[config.mk]
export PLATFORM = sky130hd
export DESIGN_NAME = aws_lap_acc
export DESIGN_NICKNAME = d
export VERILOG_FILES = /design/src/rtl/acoustic_wave_stencil_8th_order_macros.svh /design/src/rtl/aws_pkg.sv /design/src/rtl/aws_lap_acc.sv
export SDC_FILE = /design/constraint.sdc
export NUM_CORES = 2
export LEC_CHECK = 0
export CAP_MARGIN = 20
export CORE_MARGIN = 2
export CORE_UTILIZATION = 48
export CTS_CLUSTER_DIAMETER = 50
export DETAILED_ROUTE_END_ITERATION = 8
export DONT_BUFFER_PORTS = 1
export GPL_ROUTABILITY_DRIVEN = 0
export PLACE_DENSITY = 0.71
export SLEW_MARGIN = 15
export SYNTH_ARGS = -nofsm -noshare
export SYNTH_HDL_FRONTEND = slang
export SYNTH_SLANG_ARGS = --single-unit
export TNS_END_PERCENT = 30
[constraint.sdc]
create_clock -name clk -period 10.5 [get_ports clk]
set_clock_uncertainty 0.2 [all_clocks]
set_input_delay 2.1 -clock clk [delete_from_list [all_inputs] [get_ports clk]]
set_output_delay 2.1 -clock clk [all_outputs]
set_load 0.005 [all_outputs]
[src/rtl/acoustic_wave_stencil_8th_order_macros.svh]
// assertion macros for the stencil rtl
// no dependencies; included by the top level module, which checks its own logic
`ifndef ACOUSTIC_WAVE_STENCIL_8TH_ORDER_MACROS_SVH
`define ACOUSTIC_WAVE_STENCIL_8TH_ORDER_MACROS_SVH

// property must hold at every clock edge outside reset
`define AWS_ASSERT(lbl, clk, rst_n, prop, msg) \
  lbl: assert property (@(posedge clk) disable iff (!rst_n) prop) else $error(msg);

// condition must never be seen outside reset
`define AWS_ASSERT_NEVER(lbl, clk, rst_n, cond, msg) \
  lbl: assert property (@(posedge clk) disable iff (!rst_n) !(cond)) else $error(msg);

`endif

[src/rtl/aws_pkg.sv]
// types, constants and tap tables for the 8th order acoustic wave stencil
// no dependencies; used by every module of the block except aws_ram
package aws_pkg;

  localparam int SAMPLE_BITS  = 32;
  localparam int MAX_COLS_DEF = 1024;
  localparam int MAX_ROWS_DEF = 1024;

  // configuration port
  localparam int CFG_AW = 3;
  localparam int CFG_DW = 18;
  localparam int GRID_W = 11;
  localparam int CRS_W  = 18;
  localparam int SRC_W  = 10;
  localparam int MIN_GRID = 9;

  localparam logic [CFG_AW-1:0] REG_GRID_ROWS = 3'd0;
  localparam logic [CFG_AW-1:0] REG_GRID_COLS = 3'd1;
  localparam logic [CFG_AW-1:0] REG_CRS_ROW   = 3'd2;
  localparam logic [CFG_AW-1:0] REG_CRS_COL   = 3'd3;
  localparam logic [CFG_AW-1:0] REG_SRC_ROW   = 3'd4;
  localparam logic [CFG_AW-1:0] REG_SRC_COL   = 3'd5;

  localparam logic [GRID_W-1:0] GRID_RST = 11'd1024;
  localparam logic [CRS_W-1:0]  CRS_RST  = 18'd32768;

  // arithmetic widths
  localparam int COEF_W  = 21;
  localparam int MAC_W   = SAMPLE_BITS + COEF_W;
  localparam int LAP_W   = SAMPLE_BITS + 26;
  localparam int LAP_SH  = 10;
  localparam int LAPR_W  = LAP_W - LAP_SH;
  localparam int PROD_W  = LAPR_W + CRS_W + 1;
  localparam int BASE_W  = SAMPLE_BITS + 2;
  localparam int OUT_SH  = 25;
  localparam int TOT_W   = PROD_W + 1;
  localparam int Q_W     = TOT_W - OUT_SH;

  localparam logic signed [Q_W-1:0] SAT_HI =
    {{(Q_W-SAMPLE_BITS+1){1'b0}}, {(SAMPLE_BITS-1){1'b1}}};
  localparam logic signed [Q_W-1:0] SAT_LO = ~SAT_HI;

  // tap sequencer
  localparam int STEP_W = 5;
  localparam logic [STEP_W-1:0] PREV_STEP  = 5'd1;
  localparam logic [STEP_W-1:0] LAST_TAP   = 5'd16;
  localparam logic [STEP_W-1:0] DRAIN_STEP = 5'd18;

  typedef struct packed {
    logic                          frame_start;
    logic signed [SAMPLE_BITS-1:0] current_value;
    logic signed [SAMPLE_BITS-1:0] previous_value;
    logic signed [SAMPLE_BITS-1:0] source_amount;
  } in_t;

  typedef struct packed {
    logic signed [SAMPLE_BITS-1:0] next_value;
    logic signed [SAMPLE_BITS-1:0] center_current;
    logic                          frame_last;
  } out_t;

  typedef enum logic [2:0] {
    ST_IDLE, ST_READ, ST_SCALE, ST_MULT, ST_SUM, ST_WRITE, ST_OUT
  } state_t;

  // one stencil tap: where to read and where the product goes
  typedef struct packed {
    logic       valid;
    logic [2:0] coef_idx;
    logic       to_row;
    logic       to_col;
    logic       use_cur;
    logic       is_center;
    logic [2:0] row_off;
    logic       col_neg;
    logic [2:0] col_k;
  } tap_t;

  function automatic logic signed [COEF_W-1:0] tap_coef(input logic [2:0] idx);
    logic signed [COEF_W-1:0] c;
    case (idx)
      3'd0:    c = -21'sd746382;
      3'd1:    c = 21'sd419430;
      3'd2:    c = -21'sd52429;
      3'd3:    c = 21'sd6658;
      3'd4:    c = -21'sd468;
      default: c = '0;
    endcase
    return c;
  endfunction

  // center, four up, three down, current sample as fourth down, four left, four right
  function automatic tap_t step_tap(input logic [STEP_W-1:0] j);
    tap_t t;
    t = '0;
    if (j == 5'd0) begin
      t.valid = 1'b1;
      t.to_row = 1'b1;
      t.to_col = 1'b1;
      t.is_center = 1'b1;
    end else if (j inside {[5'd1:5'd4]}) begin
      t.valid = 1'b1;
      t.coef_idx = j[2:0];
      t.to_row = 1'b1;
      t.row_off = 3'(5'd0 - j);
    end else if (j inside {[5'd5:5'd7]}) begin
      t.valid = 1'b1;
      t.coef_idx = 3'(j - 5'd4);
      t.to_row = 1'b1;
      t.row_off = 3'(j - 5'd4);
    end else if (j == 5'd8) begin
      t.valid = 1'b1;
      t.coef_idx = 3'd4;
      t.to_row = 1'b1;
      t.use_cur = 1'b1;
    end else if (j inside {[5'd9:5'd12]}) begin
      t.valid = 1'b1;
      t.coef_idx = 3'(j - 5'd8);
      t.to_col = 1'b1;
      t.col_neg = 1'b1;
      t.col_k = 3'(j - 5'd8);
    end else if (j inside {[5'd13:5'd16]}) begin
      t.valid = 1'b1;
      t.coef_idx = 3'(j - 5'd12);
      t.to_col = 1'b1;
      t.col_k = 3'(j - 5'd12);
    end
    return t;
  endfunction

endpackage

[src/rtl/aws_lap_acc.sv]
// multiply-accumulate for the row and column second differences
// depends on aws_pkg; fed by the line store read port
module aws_lap_acc (
  input  logic                                   clk,
  input  logic                                   rst_n,
  input  logic                                   clear,
  input  aws_pkg::tap_t                          tap,
  input  logic signed [aws_pkg::SAMPLE_BITS-1:0] rd_data,
  input  logic signed [aws_pkg::SAMPLE_BITS-1:0] cur,
  output logic signed [aws_pkg::LAP_W-1:0]       lap_row,
  output logic signed [aws_pkg::LAP_W-1:0]       lap_col,
  output logic signed [aws_pkg::SAMPLE_BITS-1:0] center
);
  import aws_pkg::*;

  tap_t tap_d1_r, tap_d2_r;
  logic signed [SAMPLE_BITS-1:0] operand;
  logic signed [MAC_W-1:0]       prod_r;
  logic signed [LAP_W-1:0]       lap_row_r, lap_col_r;
  logic signed [SAMPLE_BITS-1:0] center_r;

  // the fourth tap below the center is the arriving sample itself
  assign operand = tap_d1_r.use_cur ? cur : rd_data;

  always_ff @(posedge clk) begin
    if (!rst_n) begin
      tap_d1_r <= '0;
      tap_d2_r <= '0;
    end else begin
      tap_d1_r <= tap;
      tap_d2_r <= tap_d1_r;
    end
  end

  always_ff @(posedge clk) begin
    prod_r <= MAC_W'(operand) * MAC_W'(tap_coef(tap_d1_r.coef_idx));
    if (tap_d1_r.valid && tap_d1_r.is_center) begin
      center_r <= rd_data;
    end
    if (clear) begin
      lap_row_r <= '0;
      lap_col_r <= '0;
    end else if (tap_d2_r.valid) begin
      if (tap_d2_r.to_row) begin
        lap_row_r <= lap_row_r + LAP_W'(prod_r);
      end
      if (tap_d2_r.to_col) begin
        lap_col_r <= lap_col_r + LAP_W'(prod_r);
      end
    end
  end

  assign lap_row = lap_row_r;
  assign lap_col = lap_col_r;
  assign center  = center_r;

endmodule

Word level (Yosys, flattened, before mapping)

Cells that the tools add are included.

Flip-flop bits (word level): 212
Input bits: 82
Output and inout port bits: 148
Logic and storage cells: 26

$add $sub $neg: 2
$mul: 1
Equality and inequality tests: 4
Multiplexer cells: 2
Reduce and logical (&&, ||, !) cells: 4

Operators with widths:

| operator                                      | number |
|---|---|
| adder 58 x 53 -> 58 bit                       | 2 |
| one-hot mux 21 bit (5 select lines)           | 1 |
| multiplier 32 x 21 -> 53 bit                  | 1 |
| 2-to-1 mux 32 bit                             | 1 |
| == test 3 x 2 -> 1 bit, second input constant | 2 |
| AND reduction 2 bit                           | 2 |
| == test 3 x 1 -> 1 bit, second input constant | 1 |
| == test 3 bit, second input constant          | 1 |
| zero test 3 bit                               | 1 |
| logical AND 1 bit                             | 1 |

Logic depth before layout (Yosys ltp)

Depth after elaboration: 3
Gate-level depth with buffers: 34
Depth with buffers taken out: 29

Worst setup path after synthesis

OpenSTA, ideal clock, no wires.

Kind: input to register
From: input port cur[31] in the netlist's numbering
To: register prod_r[52]
Library setup time: 0.072 ns
Arrival: 8.678 ns
Required time: 10.228 ns
Setup slack: 1.550 ns
Stages: 25
Path buffers: 1
Cell sequence: mux2i_1 nor2_1 and2_1 fa_1 fa_1 fa_1 inv_1 fa_1 inv_1 fa_1 fa_1 inv_1 fa_1 inv_1 ha_1 clkbuf_1 a21oi_1 inv_1 a21oi_1 nor2_1 a31oi_1 o311ai_2 a221o_1 a21oi_2 xnor2_1

Word-level cells in the longest chain between the ends: 2

Ends and longest elaborated chain:

| item                         | RTL line          | text |
|---|---|---|
| start, declared              | aws_lap_acc.sv:9  | `input logic signed [aws_pkg::SAMPLE_BITS-1:0] cur,` |
| 2-to-1 mux 32 bit            | aws_lap_acc.sv:23 | `assign operand = tap_d1_r.use_cur ? cur : rd_data;` |
| multiplier 32 x 21 -> 53 bit | aws_lap_acc.sv:36 | `prod_r <= MAC_W'(operand) * MAC_W'(tap_coef(tap_d1_r.coef_idx));` |
| end signal, assigned         | aws_lap_acc.sv:36 |  |
| end, declared                | aws_lap_acc.sv:18 | `logic signed [MAC_W-1:0] prod_r;` |

Every way passes these cells.
A chain may end at the register's enable or synchronous reset.

Worst setup path in the final report

From: input port cur[0] in the netlist's numbering
To: register prod_r[52]

The elaborated chain is that of the path after synthesis.

==> summary.md <==
The average cell area after synthesis was 8.71 um^2. The end of the worst register-to-register path is prod_r[52]. Yosys attributes the largest share of cell area to sky130_fd_sc_hd__fa_1 36%, sky130_fd_sc_hd__dfxtp_1 10%, sky130_fd_sc_hd__ha_1 9.8%. Measured along the y axis, the die boundary spans 276 um.

In the synthesized netlist, the cells that appear most often are 840 x sky130_fd_sc_hd__inv_1, 637 x sky130_fd_sc_hd__fa_1, 501 x sky130_fd_sc_hd__nand2_1. At the later pin of the worst-skew pair, clock insertion delay measures 570 ps. For flop-to-flop paths, the worst setup slack is 1610 ps.

The path with the worst hold slack has its endpoint at tap_d2_r[9]. The portion of synthesized area spent on multiplexers is 1.94%. Total nets after synthesis: 5,079.

Of the synthesized area, sequential elements account for 12.8%. After the first detailed-routing iteration, the DRC count stood at 2,417. Main combinational cell family by area after synthesis: adder cells. Of the post-synthesis cell area, the dominant cell type holds 35.9%. The run gives 99 as the number of placement rows.

The type of the worst min-delay path was flop to flop. The minimum clock period after layout works out to 9120 ps. The startpoint of the most critical register-to-register path is tap_d1_r[12]. The routed length per instance came out at 20.7 um. Summing the areas of all fa, ha and maj instances in the mapped netlist gives 45.7% of the synthesized area. Summing over every cut layer, the via total after detailed routing is 27,900. The mapped netlist covers 35,500 um^2. Data on the critical path is required at its endpoint by 10,780 ps.

The flow ran to the end, but the final reports show violations. For the maximum number of pins on one net before global-route repair, the log shows 119. Clock tree synthesis found a total of 212 sinks. At the end of the flow the core is filled with cells to 51.6%. In this run the standard cell core region covers 73,100 um^2. In this run the count of I/O pins placed on the die edge is 230. In this run the worst path has a maximum fanout of 7. STA classifies the critical path startpoint as an input pin. Summing all multi-input logic gate instances after layout gives 27,300 um^2. The cell type contributing the most total cell area after synthesis is sky130_fd_sc_hd__fa_1. The number of pins exceeding their max-slew limit in the final report was 0.

For the worst flop-to-flop path, the logic depth is 25. Synthesis inferred 212 register bits. TritonCTS built the clock tree.

The total of endpoints with negative setup slack in the final report came out at 0. The count of final hold-check violations came out at 0. After Yosys synthesis, and, or, nand and nor cells account for 13.2% of the synthesized area. Counting the fill cells in the layout gives 6,815. The share of the cycle needed by the critical path after routing came out at 86.9%.

In this run the remaining antenna-violating nets after routing total 0. The synthesized design contains 32 enable-type register cells. Among all flip-flop cells after synthesis, the most frequent one is sky130_fd_sc_hd__dfxtp_1. In the final layout, the share of cells above drive strength 1 is 4.32%. The tools report the antenna diode count as 0. Port buffering added 0 buffers. Clock-pin slew was measured on the worst setup and hold paths at 50 ps.

The worst hold path cell count was 1; the number of distinct standard cells referenced by the synthesized netlist was 82. Timing would allow up to 110 MHz. The critical path in this run is classified as input pin to flop. For this run, design rule violations remaining after detail routing come to 18.

The number of antenna violations at the first check in global routing is 1. Summing the areas of all xor and xnor instances in the mapped netlist gives 3.89% of the synthesized area. The tree is rooted in a sky130_fd_sc_hd__clkbuf_16. The logs give 28,400 for the number of global-route vias before repair and 0 for the max capacitance violation total.

Overall die area: 76,200 um^2. The final reports fail on DRC. For this run, the detailed router's first-pass iteration total came to 9. Data on the critical path arrives at its endpoint at 9400 ps. The width of the die came out at 276 um. Detailed placement finished with a half-perimeter wire length of 86,500 um.

The number of clock buffers inserted by TritonCTS was 34. The element type at the critical path end is a flop. Gates resized during post-CTS repair numbered 0. The share of the synthesized area in compound gates (AO/OA/AOI/OAI) is 11.9%, and the level count of the clock H-tree is 2. In the routed layout, each cell is associated on average with a via count of 5.59. Tracing the worst setup path back leads to its startpoint at cur[0]. The sequential cells in the finished layout cover a total of 4570 um^2.

The startpoint identified for the worst hold timing path is tap_d1_r[9]. For this run, asynchronously set or reset flops after synthesis account for 0%. The net count of the finished layout is 5,003. Yosys instantiated no cell more often than sky130_fd_sc_hd__inv_1. For the number of buffers inserted by post-CTS setup repair, the log shows 0. The buffer levels on the longest clock path was 3. Measured against its own limit, the worst slew margin works out to 29.5%.

The final routed wirelength across all metal layers was 103,000 um. The area growth from synthesis to layout was 6.08%; the total global routing overflow was 0. The initial utilization of the core area, before any placement, comes to 48.6%. The run gives 0 ps as the sum of negative setup slack. Setup repair after global routing left no endpoint under its margin. The first global-routing pass estimated 159,000 um of wire. The warning count from the yosys run came out at 0. The tools report the global-route usage over all layers as 26.9%. After clock tree synthesis, the flow added hold-fix buffers numbering 0. For the pin with the worst max-slew slack, the measured transition is 1030 ps.

Synthesis produced a netlist whose cell count is 4,081.
==> state kept, by name (all words and copies together), names as in the netlist <==
register  flops
lap_col      58
lap_row      58
prod_r       53
center       32
tap_d1_r      8
tap_d2_r      3
==> area by class of cell <==
class,count,area share (%)
inverters,840,8.36
clock inverters,18,0.584
multi-input cells,2881,72.4
clock buffers,44,2.61
well taps,959,3.18
repair buffers,36,0.770
flip-flops and latches,212,12.1
==> through the flow <==
step | hold WS [ps] | area (um^2) | setup WS, ps | instances
6_report | 240 | 37700 | 1380 | 4990
3_3_place_gp | 228 | 36500 | 964 | 4927
5_1_grt | 248 | 37700 | 1020 | 4990
4_1_cts | 243 | 37700 | 1470 | 4989
3_5_place_dp | 222 | 36500 | 886 | 4927
2_1_floorplan | 212 | 35500 | 1550 | 4081
==> critical path, stage by stage <==
cell and delay (ps):
sky130_fd_sc_hd__mux2i_1 780, sky130_fd_sc_hd__nor2_1 160, sky130_fd_sc_hd__and2_1 250, sky130_fd_sc_hd__or2_2 330, sky130_fd_sc_hd__ha_1 210, sky130_fd_sc_hd__inv_1 70, sky130_fd_sc_hd__fa_1 420, sky130_fd_sc_hd__inv_1 80
sky130_fd_sc_hd__fa_1 420, sky130_fd_sc_hd__fa_1 420, sky130_fd_sc_hd__fa_1 430, sky130_fd_sc_hd__fa_1 540, sky130_fd_sc_hd__fa_1 420, sky130_fd_sc_hd__ha_1 400, sky130_fd_sc_hd__a21o_1 240, sky130_fd_sc_hd__or3_1 350
sky130_fd_sc_hd__a31oi_1 200, sky130_fd_sc_hd__o31ai_1 110, sky130_fd_sc_hd__a211oi_2 300, sky130_fd_sc_hd__nor2_2 110, sky130_fd_sc_hd__a21oi_4 240, sky130_fd_sc_hd__o311ai_2 160, sky130_fd_sc_hd__a221o_1 370, sky130_fd_sc_hd__a21oi_2 150
sky130_fd_sc_hd__xnor2_1 120
==> layer usage <==
metal  part of all wire (%)  vias up  global-route usage, %
met2                     44     1341                   42.4
li1                       -    12700                      -
met3                     12      247                   8.11
met4                    4.1        2                   9.82
met1                     40    13600                   34.9
met5                  0.013        -                      0
==> how the worst max path moves through the flow <==
stage                             to  cells after the start  slack, ps
after floorplan           prod_r[52]                     25       1550
after global placement    prod_r[52]                     25        960
after detailed placement  prod_r[52]                     25        890
after CTS                 prod_r[52]                     25       1470
after global routing      prod_r[52]                     25       1020
final                     prod_r[52]                     25       1380
==> cell usage in the layout, fill, tap and decap left out, drive strengths merged, types with 34 or more instances in the layout <==
cell type	n
clkbuf	44
buf	36
nand2b	40
inv	848
nand2	502
xor2	50
xnor2	108
ha	279
dfxtp	180
fa	637
o21ai	104
a21oi	308
nand3	54
mux2i	34
a21o	91
nor2	280
==> logic make-up after synthesis <==
group / Yosys count
and+or+nand+nor: 1065
buffers and inverters: 988
adders and majority gates: 916
AOI/OAI and AO/OA: 677
DFF: 212
xor gates and xnor gates: 158
muxes: 65
Power is left out: the tool's default activity adds up to more than one toggle a clock period on the data nets, which glitch-free logic cannot reach.
